$ cat src/hdl/srt_pkg.sv
`timescale 1ns / 1ps

package srt_pkg;

  // default table depth
  localparam int MAX_PROCS_DEF = 16;

  // field widths
  localparam int CMD_W      = 2;
  localparam int SLOT_W     = 4;
  localparam int AT_W       = 8;
  localparam int BL_W       = 8;
  localparam int EV_W       = 3;
  localparam int TIME_W     = 16;
  localparam int TOTAL_W    = 20;
  localparam int CNT_W      = 5;
  localparam int LAT_W      = 8;
  localparam int CFG_IDX_W  = 1;
  localparam int CFG_DATA_W = 8;

  // running sums, wide enough for the largest table depth, with sign
  localparam int SUM_W = 24;
  localparam logic [SUM_W-1:0] TOTAL_MAX = SUM_W'(1048575);

  // request commands
  localparam logic [CMD_W-1:0] CMD_LOAD    = 2'd0;
  localparam logic [CMD_W-1:0] CMD_RESTART = 2'd1;
  localparam logic [CMD_W-1:0] CMD_STEP    = 2'd2;

  // result events
  localparam logic [EV_W-1:0] EV_LOADED    = 3'd0;
  localparam logic [EV_W-1:0] EV_RESTARTED = 3'd1;
  localparam logic [EV_W-1:0] EV_DISPATCH  = 3'd2;
  localparam logic [EV_W-1:0] EV_IDLE_JUMP = 3'd3;
  localparam logic [EV_W-1:0] EV_DONE      = 3'd4;

  // configuration register indexes
  localparam logic [CFG_IDX_W-1:0] CFG_PROCESS_COUNT  = 1'd0;
  localparam logic [CFG_IDX_W-1:0] CFG_SWITCH_LATENCY = 1'd1;

  // operation broadcast to the cells
  typedef enum logic [1:0] {
    OP_NONE,
    OP_LOAD,
    OP_RESTART,
    OP_DISPATCH
  } cell_op_e;

  typedef struct packed {
    cell_op_e            op;
    logic [AT_W-1:0]     arrival;
    logic [BL_W-1:0]     burst;
    logic [TIME_W-1:0]   t_start;
    logic [TIME_W-1:0]   t_end;
  } upd_t;

  // search record walking down the chain
  typedef struct packed {
    logic              valid;
    logic              any_left;
    logic              found;
    logic [BL_W-1:0]   shortest;
    logic              have_next;
    logic [AT_W-1:0]   next_arr;
    logic [SUM_W-1:0]  wait_sum;
    logic [SUM_W-1:0]  resp_sum;
  } probe_t;

endpackage

$ cat src/hdl/srt_cell.sv
`timescale 1ns / 1ps

module srt_cell import srt_pkg::*; #(
  parameter int IDX_W = 4,
  parameter int IDX   = 0
) (
  input  logic              clk_i,
  input  logic              rst_ni,
  input  logic              active_i,
  input  logic              sel_i,
  input  upd_t              upd_i,
  input  logic [TIME_W-1:0] time_i,
  input  probe_t            probe_i,
  input  logic [IDX_W-1:0]  best_i,
  output probe_t            probe_o,
  output logic [IDX_W-1:0]  best_o
);

  logic [AT_W-1:0]   arr_q, arr_d;
  logic [BL_W-1:0]   burst_q, burst_d;
  logic [BL_W-1:0]   rem_q, rem_d;
  logic [TIME_W-1:0] fs_q, fs_d;
  logic [TIME_W-1:0] comp_q, comp_d;
  logic              started_q, started_d;
  probe_t            probe_q, probe_d;
  logic [IDX_W-1:0]  best_q, best_d;

  logic              eligible, arrived, take_best, take_next;
  logic [SUM_W-1:0]  wait_term, resp_term;

  // compare this slot against the record handed in by the left neighbor
  always_comb begin
    eligible  = active_i && (rem_q != '0);
    arrived   = (TIME_W'(arr_q) <= time_i);
    take_best = eligible && arrived && (!probe_i.found || (rem_q < probe_i.shortest));
    take_next = eligible && !arrived && (!probe_i.have_next || (arr_q < probe_i.next_arr));
    wait_term = SUM_W'(comp_q) - SUM_W'(arr_q) - SUM_W'(burst_q);
    resp_term = SUM_W'(fs_q) - SUM_W'(arr_q);

    probe_d = probe_i;
    best_d  = best_i;
    if (eligible) begin
      probe_d.any_left = 1'b1;
    end
    if (take_best) begin
      probe_d.found    = 1'b1;
      probe_d.shortest = rem_q;
      best_d           = IDX_W'(IDX);
    end
    if (take_next) begin
      probe_d.have_next = 1'b1;
      probe_d.next_arr  = arr_q;
    end
    if (active_i) begin
      probe_d.wait_sum = probe_i.wait_sum + wait_term;
      probe_d.resp_sum = probe_i.resp_sum + resp_term;
    end
  end

  // slot state updates
  always_comb begin
    arr_d     = arr_q;
    burst_d   = burst_q;
    rem_d     = rem_q;
    fs_d      = fs_q;
    comp_d    = comp_q;
    started_d = started_q;
    case (upd_i.op)
      OP_LOAD: begin
        if (sel_i) begin
          arr_d     = upd_i.arrival;
          burst_d   = upd_i.burst;
          rem_d     = upd_i.burst;
          started_d = 1'b0;
        end
      end
      OP_RESTART: begin
        rem_d     = burst_q;
        started_d = 1'b0;
      end
      OP_DISPATCH: begin
        if (sel_i) begin
          if (!started_q) begin
            fs_d      = upd_i.t_start;
            started_d = 1'b1;
          end
          rem_d = rem_q - BL_W'(1);
          if (rem_q == BL_W'(1)) begin
            comp_d = upd_i.t_end;
          end
        end
      end
      default: begin
      end
    endcase
  end

  // slot tables, never cleared
  always_ff @(posedge clk_i) begin
    arr_q   <= arr_d;
    burst_q <= burst_d;
    rem_q   <= rem_d;
    fs_q    <= fs_d;
    comp_q  <= comp_d;
    best_q  <= best_d;
  end

  // started mark and search record
  always_ff @(posedge clk_i or negedge rst_ni) begin
    if (!rst_ni) begin
      started_q <= 1'b0;
      probe_q   <= '0;
    end else begin
      started_q <= started_d;
      probe_q   <= probe_d;
    end
  end

  assign probe_o = probe_q;
  assign best_o  = best_q;

endmodule

$ cat config.mk
export PLATFORM = sky130hd
export DESIGN_NAME = srt_cell
export DESIGN_NICKNAME = d
export VERILOG_FILES = /design/src/hdl/srt_pkg.sv /design/src/hdl/srt_cell.sv
export SDC_FILE = /design/constraint.sdc
export NUM_CORES = 1
export LEC_CHECK = 0
export BUFFER_PORTS_ARGS = -buffer_cell sky130_fd_sc_hd__buf_2
export CORE_ASPECT_RATIO = 1.5
export CORE_MARGIN = 3
export CORE_UTILIZATION = 50
export CTS_CLUSTER_DIAMETER = 40
export DETAILED_ROUTE_END_ITERATION = 8
export PLACE_DENSITY = 0.78
export SETUP_SLACK_MARGIN = 0.05
export SLEW_MARGIN = 15
export SYNTH_ARGS = -nofsm -noshare
export SYNTH_HDL_FRONTEND = slang
export SYNTH_SLANG_ARGS = --single-unit
$ cat constraint.sdc
create_clock -name clk_i -period 6.65 [get_ports clk_i]
set_clock_uncertainty 0.05 [all_clocks]
set_input_delay 0.665 -clock clk_i [delete_from_list [all_inputs] [get_ports clk_i]]
set_output_delay 0.665 -clock clk_i [all_outputs]
set_load 0.05 [all_outputs]
==> flow_metrics.py, run 1 <==
metrics = {
    "setup_path": {
        "cp.buffers_inverters": 0,
        "arrival_ns": 6.38,
        "crit_path_end_kind": "flop",
        "slowest_stage": "o41ai_1",
        "r2r-end": "probe_o[47]",
        "critical_path.most_common_cell": "ha_1",
        "required_ns": 6.91,
        "worstPathCellList": "ha_1 > fa_1 > nor2b_1 > o21a_1 > nor2_1 > xnor2_1 > ha_1 > o21ai_0 > a31oi_1 > o41ai_1 > o31ai_2 > or2_1 > nor2_1 > xor2_1 > ha_1 > and3_1 > a221o_1 > or3_1 > or2_1 > o211ai_1 > nand2_1 > nor3b_1 > o41ai_1",
        "crit_type": "flop to flop",
        "path_delay_family": "compound AO/OA/AOI/OAI gates",
        "reg2regPathDepth": 23,
        "critical_path.max_fanout": 6,
        "cp_slowest_stage_delay_ns": 0.64,
        "startpoint_type": "flop",
        "r2r_start": "arr_q[0]",
        "path_depth": 23,
        "rrSetupSlack_ns": 0.53,
    },
    "floorplan": {
        "dieArea_mm2": 0.0203,
        "fp.coreArea_mm2": 0.0181,
        "initial_utilization": 0.513,
        "rows": 60,
        "fp.dieW_um": 117,
        "ioPinCount": 214,
        "die_height_um": 173,
    },
    "power": {
        "clkPwrFrac": 0.361,
        "powerDensity_mw_per_mm2": 248,
        "p_switching_uw": 970,
        "switching_share": 0.347,
        "power_uw": 2800,
        "share_comb_of_total_power": 0.304,
        "p_leak_uw": 0.00526,
        "internal-power_uw": 1830,
        "seqPwrFrac": 0.335,
        "irDropWorstVdd_uv": 136,
    },
    "yosys": {
        "async_flop_share": 0.535,
        "ys_ff_latch": 129,
        "synthCells": 929,
        "ys_types": 75,
        "synth_top_area_frac": 0.186,
        "synth_edf_count": 56,
        "seq_area_frac_synth": 0.376,
        "yosys.area.top_type": "dfrtp_1",
        "synth_area_leaders": "dfrtp_1 19%, edfxtp_1 18%, ha_1 14%, mux2_2 5.1%, xnor2_1 4.2%",
        "synthesis.area_mm2": 0.00928,
        "dominantRegCellSynth": "dfrtp_1",
        "syn_nets": 1177,
        "avgSynthCellArea_um2": 9.99,
        "yosys_warnings": 0,
    },
    "clock_network": {
        "post-cts-setup-buffers": 0,
        "clockRootBuffer": "clkbuf_16",
        "postCtsHoldBufs": 0,
        "cts_buffers": 17,
        "insertion_delay_ns": 0.42,
        "tritoncts": "yes",
        "cts.sinks": 129,
        "cts.path.max_buffers": 2,
        "path_clk_slew_ns": 0.07,
        "htreeDepth": 4,
        "postCtsResizedCells": 0,
    },
    "run": {
        "maxCapViolCount": 0,
    },
    "placement": {
        "numPortBuffers": 213,
        "placed_area_mm2": 0.0107,
        "dp.cells": 1380,
        "dp_hpwl_mm": 18.5,
        "routabilityCongestion": 0.890,
    },
    "worst_hold_path": {
        "hp-class": "input pin to asynchronous set/reset pin",
    },
    "global_route": {
        "grt.met3_usage": 0.0497,
        "grt_use_total": 0.234,
        "antenna_found_initial": 2,
        "grt_max_degree": 70,
        "use_met2": 0.440,
        "busiest_layer": "met2",
        "gr-total-overflow": 0,
        "grt_first_pass_wirelength_mm": 38.1,
        "met1_usage": 0.241,
        "grt_pass1_vias": 8299,
    },
    "timing": {
        "maxSlewHeadroom": 0.313,
        "slew_violations": 0,
        "hold_viol": 0,
        "min_period_ns": 6.12,
        "fmax_ghz": 0.163,
        "fin_tns_setup_ns": 0,
        "finalSetupViolCount": 0,
        "rsz0062_at_grt": "no",
        "worst_pin_slew_ns": 1.03,
        "period_share": 0.921,
    },
    "cells_and_area": {
        "fin_cells": 1413,
        "drive_gt1_frac": 0.275,
        "synthToLayoutAreaGrowth_pct": 21.6,
        "stdcell_area_mm2": 0.0113,
        "nets": 1399,
        "final_cell_mix": "212 x buf_2, 101 x ha_1, 69 x dfrtp_1",
        "n_fill_cell": 1514,
        "layout_commonest_cell": "buf_2",
    },
    "routing": {
        "route.detailed.drc": 0,
        "drt-pass1-iter-count": 5,
        "vias": 7907,
        "wl_per_cell_um": 16.6,
        "drt-initial-drc-count": 365,
        "wl_mm": 23.5,
        "via_per_inst": 5.60,
        "ant_nets": 0,
    },
    "run_status": {
        "status": "finished, final reports clean",
    },
}
-- cell type report --
class                           count  area [µm²]  area share
Multi-Input combinational cell    716        5480       0.486
Inverter                           68         255      0.0226
Clock inverter                     14         191      0.0170
Clock buffer                       18         439      0.0389
Antenna cell                        1        2.50    0.000222
Tap cell                          248         310      0.0275
Timing Repair Buffer              219        1110      0.0987
Sequential cell                   129        3490       0.309
-- worst register-to-register path: cells and delay by family, from the launching register on --
kind / cells / cell delay, ns
compound gates: 8 / 2.21
xor+xnor: 2 / 0.29
fa+ha+maj: 4 / 1.26
flops: 1 / 0.47
simple gates: 9 / 1.72
-- how the worst max path moves through the flow --
stage               slack, ns     endpoint  startpoint
floorplan                0.44  probe_o[47]    arr_q[0]
global placement         0.81  probe_o[47]    arr_q[0]
detailed placement       0.59  probe_o[47]    arr_q[0]
CTS                      0.57  probe_o[47]    arr_q[0]
global route             0.17  probe_o[47]    arr_q[0]
finish                   0.53  probe_o[47]    arr_q[0]
-- cells in the mapped netlist, types with 14 or more instances --
master / number
ha_1: 101
inv_1: 68
a21o_1: 30
a21oi_1: 68
o211ai_1: 15
edfxtp_1: 56
o21ai_0: 44
mux2i_1: 14
nand2_1: 52
dfrtp_1: 69
o21a_1: 22
nor3_1: 19
mux2_2: 42
xnor2_1: 45
xor2_1: 21
nor2_1: 59
-- routing by layer --
metal	up-vias	share of wire
met5	-	0.00047
met4	2	0.035
met3	62	0.054
met2	242	0.55
met1	3732	0.36
li1	3869	-
-- sequential cells by signal (all words and copies together) (netlist names) --
name       cells
fs_q          16
rem_q          8
best_o         4
probe_o       68
comp_q        16
burst_q        8
started_q      1
arr_q          8
-- metrics by stage --
step	util	setup slack [ns]	hold WS, ns
2_1_floorplan	-	0.438	0.319
3_3_place_gp	0.589	0.809	0.497
3_5_place_dp	0.589	0.588	0.501
4_1_cts	0.624	0.572	0.301
5_1_grt	0.624	0.170	0.307
6_report	0.624	0.528	0.312
-- cell families after synthesis --
kind of cell	after synthesis	share of synthesized area
AO/OA/AOI/OAI	256	0.184
XOR/XNOR	66	0.0623
adder cells (fa/ha/maj)	106	0.147
buffers and inverters	84	0.0349
flip-flops	129	0.376
multiplexers	58	0.0685
AND/OR/NAND/NOR	230	0.127
-- power groups by stage --
| stage | sequential [µW] | clock [µW] | combinational (µW) |
|---|---|---|---|
| after floorplan | 1170 | 0 | 408 |
| after global placement | 952 | 0 | 832 |
| after detailed placement | 953 | 0 | 846 |
| after CTS | 938 | 1020 | 855 |
| after global routing | 944 | 1060 | 926 |
| final | 937 | 1010 | 850 |
Power figures use the tool's default switching activity.
==> run 2, diff against run 1 <==
--- a/config.mk
+++ b/config.mk
@@ -6,12 +6,14 @@
 export NUM_CORES = 1
 export LEC_CHECK = 0
 export BUFFER_PORTS_ARGS = -buffer_cell sky130_fd_sc_hd__buf_2
+export CELL_PAD_IN_SITES_DETAIL_PLACEMENT = 0
+export CELL_PAD_IN_SITES_GLOBAL_PLACEMENT = 1
 export CORE_ASPECT_RATIO = 1.5
 export CORE_MARGIN = 3
-export CORE_UTILIZATION = 50
+export CORE_UTILIZATION = 38
 export CTS_CLUSTER_DIAMETER = 40
 export DETAILED_ROUTE_END_ITERATION = 8
-export PLACE_DENSITY = 0.78
+export PLACE_DENSITY_LB_ADDON = 0.1
 export SETUP_SLACK_MARGIN = 0.05
 export SLEW_MARGIN = 15
 export SYNTH_ARGS = -nofsm -noshare
==> flow_metrics.py, run 2 (same netlist as run 1, synthesis figures left out) <==
metrics = {
    "cells_and_area": {
        "stdcell_area_mm2": 0.0114,
        "drive_gt1_frac": 0.276,
        "fin_cells": 1484,
        "n_fill_cell": 2350,
        "synthToLayoutAreaGrowth_pct": 23.0,
        "final_cell_mix": "212 x buf_2, 101 x ha_1, 69 x dfrtp_1",
        "largest_register_ffs": 68,
        "diodes": 0,
        "post-route-util": 0.479,
        "layout_commonest_cell": "buf_2",
        "nets": 1400,
    },
    "setup_path": {
        "arrival_ns": 6.12,
        "slowest_stage": "edfxtp_1",
        "r2r-end": "probe_o[47]",
        "worstPathCellList": "ha_1 > fa_1 > nor2b_1 > o21a_1 > nor2_1 > xnor2_1 > ha_1 > o21ai_0 > a31oi_1 > o41ai_2 > o31ai_2 > or2_1 > nor2_1 > xor2_1 > ha_1 > and3_1 > a221o_1 > or3_1 > or2_1 > o211ai_1 > nand2_1 > nor3b_1 > o41ai_1",
        "crit_path_end_kind": "flop",
        "cp-startpoint": "arr_q[0]",
        "reg2regPathDepth": 23,
        "r2r_start": "arr_q[0]",
        "startpoint_type": "flop",
        "crit_type": "flop to flop",
        "critical_path.max_fanout": 6,
        "critical_path.most_common_cell": "ha_1",
        "endpoint": "probe_o[47]",
        "required_ns": 6.92,
        "cp_slowest_stage_delay_ns": 0.46,
        "rrSetupSlack_ns": 0.80,
    },
    "clock_network": {
        "tritoncts": "yes",
        "cts.sinks": 129,
        "path_clk_slew_ns": 0.06,
        "clockRootBuffer": "clkbuf_16",
        "htreeDepth": 4,
        "cts_buffers": 17,
        "post-cts-setup-buffers": 0,
        "cts.path.max_buffers": 2,
        "insertion_delay_ns": 0.43,
    },
    "routing": {
        "ant_nets": 0,
        "drt-pass1-iter-count": 5,
        "wl_per_cell_um": 17.1,
        "wl_mm": 25.4,
        "route.detailed.drc": 0,
        "drt-initial-drc-count": 214,
        "vias": 7656,
        "via_per_inst": 5.16,
    },
    "floorplan": {
        "initial_utilization": 0.389,
        "die_height_um": 197,
        "rows": 69,
        "ioPinCount": 214,
        "fp.dieW_um": 134,
        "fp.coreArea_mm2": 0.0238,
        "dieArea_mm2": 0.0264,
    },
    "timing": {
        "finalSetupViolCount": 0,
        "period_share": 0.879,
        "slew_violations": 0,
        "hold_viol": 0,
        "worst_pin_slew_ns": 1.06,
        "rsz0062_at_grt": "no",
        "fin_tns_setup_ns": 0,
        "fmax_ghz": 0.171,
        "min_period_ns": 5.85,
        "maxSlewHeadroom": 0.293,
    },
    "placement": {
        "placed_area_mm2": 0.0108,
        "routabilityCongestion": 0.828,
        "dp_hpwl_mm": 20.3,
        "dp.cells": 1452,
        "numPortBuffers": 213,
    },
    "worst_hold_path": {
        "hp-class": "input pin to asynchronous set/reset pin",
    },
    "global_route": {
        "grt_pass1_vias": 8073,
        "antenna_found_initial": 2,
        "grt_use_total": 0.195,
        "grt_first_pass_wirelength_mm": 40.3,
        "grt_max_degree": 57,
        "gr-total-overflow": 0,
    },
    "run": {
        "maxCapViolCount": 0,
    },
    "power": {
        "powerDensity_mw_per_mm2": 249,
        "power_uw": 2850,
        "irDropWorstVdd_uv": 175,
        "p_leak_uw": 0.00527,
    },
    "run_status": {
        "status": "finished, final reports clean",
    },
}
-- run 2: per-layer routing --
layer	track usage	share of wire
met3	0.0487	0.052
met4	0.0690	0.023
met5	0	0.00055
met2	0.373	0.54
met1	0.205	0.38
-- run 2: what timing repair did --
action	in CTS	in global routing
resized for setup	0	1
endpoints found under the setup margin	0	1
hold buffers	0	0
hold endpoints to repair	0	0
-- run 2: where the power goes --
part | internal, µW | leakage [µW] | switching (µW)
logic | 305 | 0.00360 | 544
registers | 908 | 0.00135 | 31.3
clock network | 676 | 0.000313 | 383
-- run 2: worst min-delay path by stage --
stage | from | to | slack [ns] | depth (start not counted)
floorplan | rst_ni | probe_o[0] | 0.32 | 0
global placement | started_q | started_q | 0.49 | 2
detailed placement | started_q | started_q | 0.51 | 2
CTS | rst_ni | probe_o[44] | 0.05 | 1
global route | rst_ni | probe_o[43] | 0.07 | 1
finish | rst_ni | probe_o[47] | 0.06 | 1
-- run 2: layout make-up --
class,count,area (µm²),area share
Tap cell,319,399,0.0350
Multi-Input combinational cell,716,5490,0.481
Timing Repair Buffer,220,1120,0.0982
Clock inverter,13,210,0.0184
Sequential cell,129,3490,0.306
Clock buffer,19,443,0.0388
Inverter,68,255,0.0224
-- run 2: per-stage QoR --
| stage | hold slack (ns) | worst slack [ns] |
|---|---|---|
| after floorplan | 0.319 | 0.438 |
| after global placement | 0.490 | 0.693 |
| after global routing | 0.0679 | 0.330 |
| after CTS | 0.0487 | 0.535 |
| final | 0.0639 | 0.804 |
| after detailed placement | 0.512 | 0.598 |
-- run 2: critical path, delay by kind of cell (launching register included) --
kind | cells | cell delay, ns
simple gates | 9 | 1.73
compound gates | 8 | 1.99
flops | 1 | 0.46
fa+ha+maj | 4 | 1.23
xor+xnor | 2 | 0.30
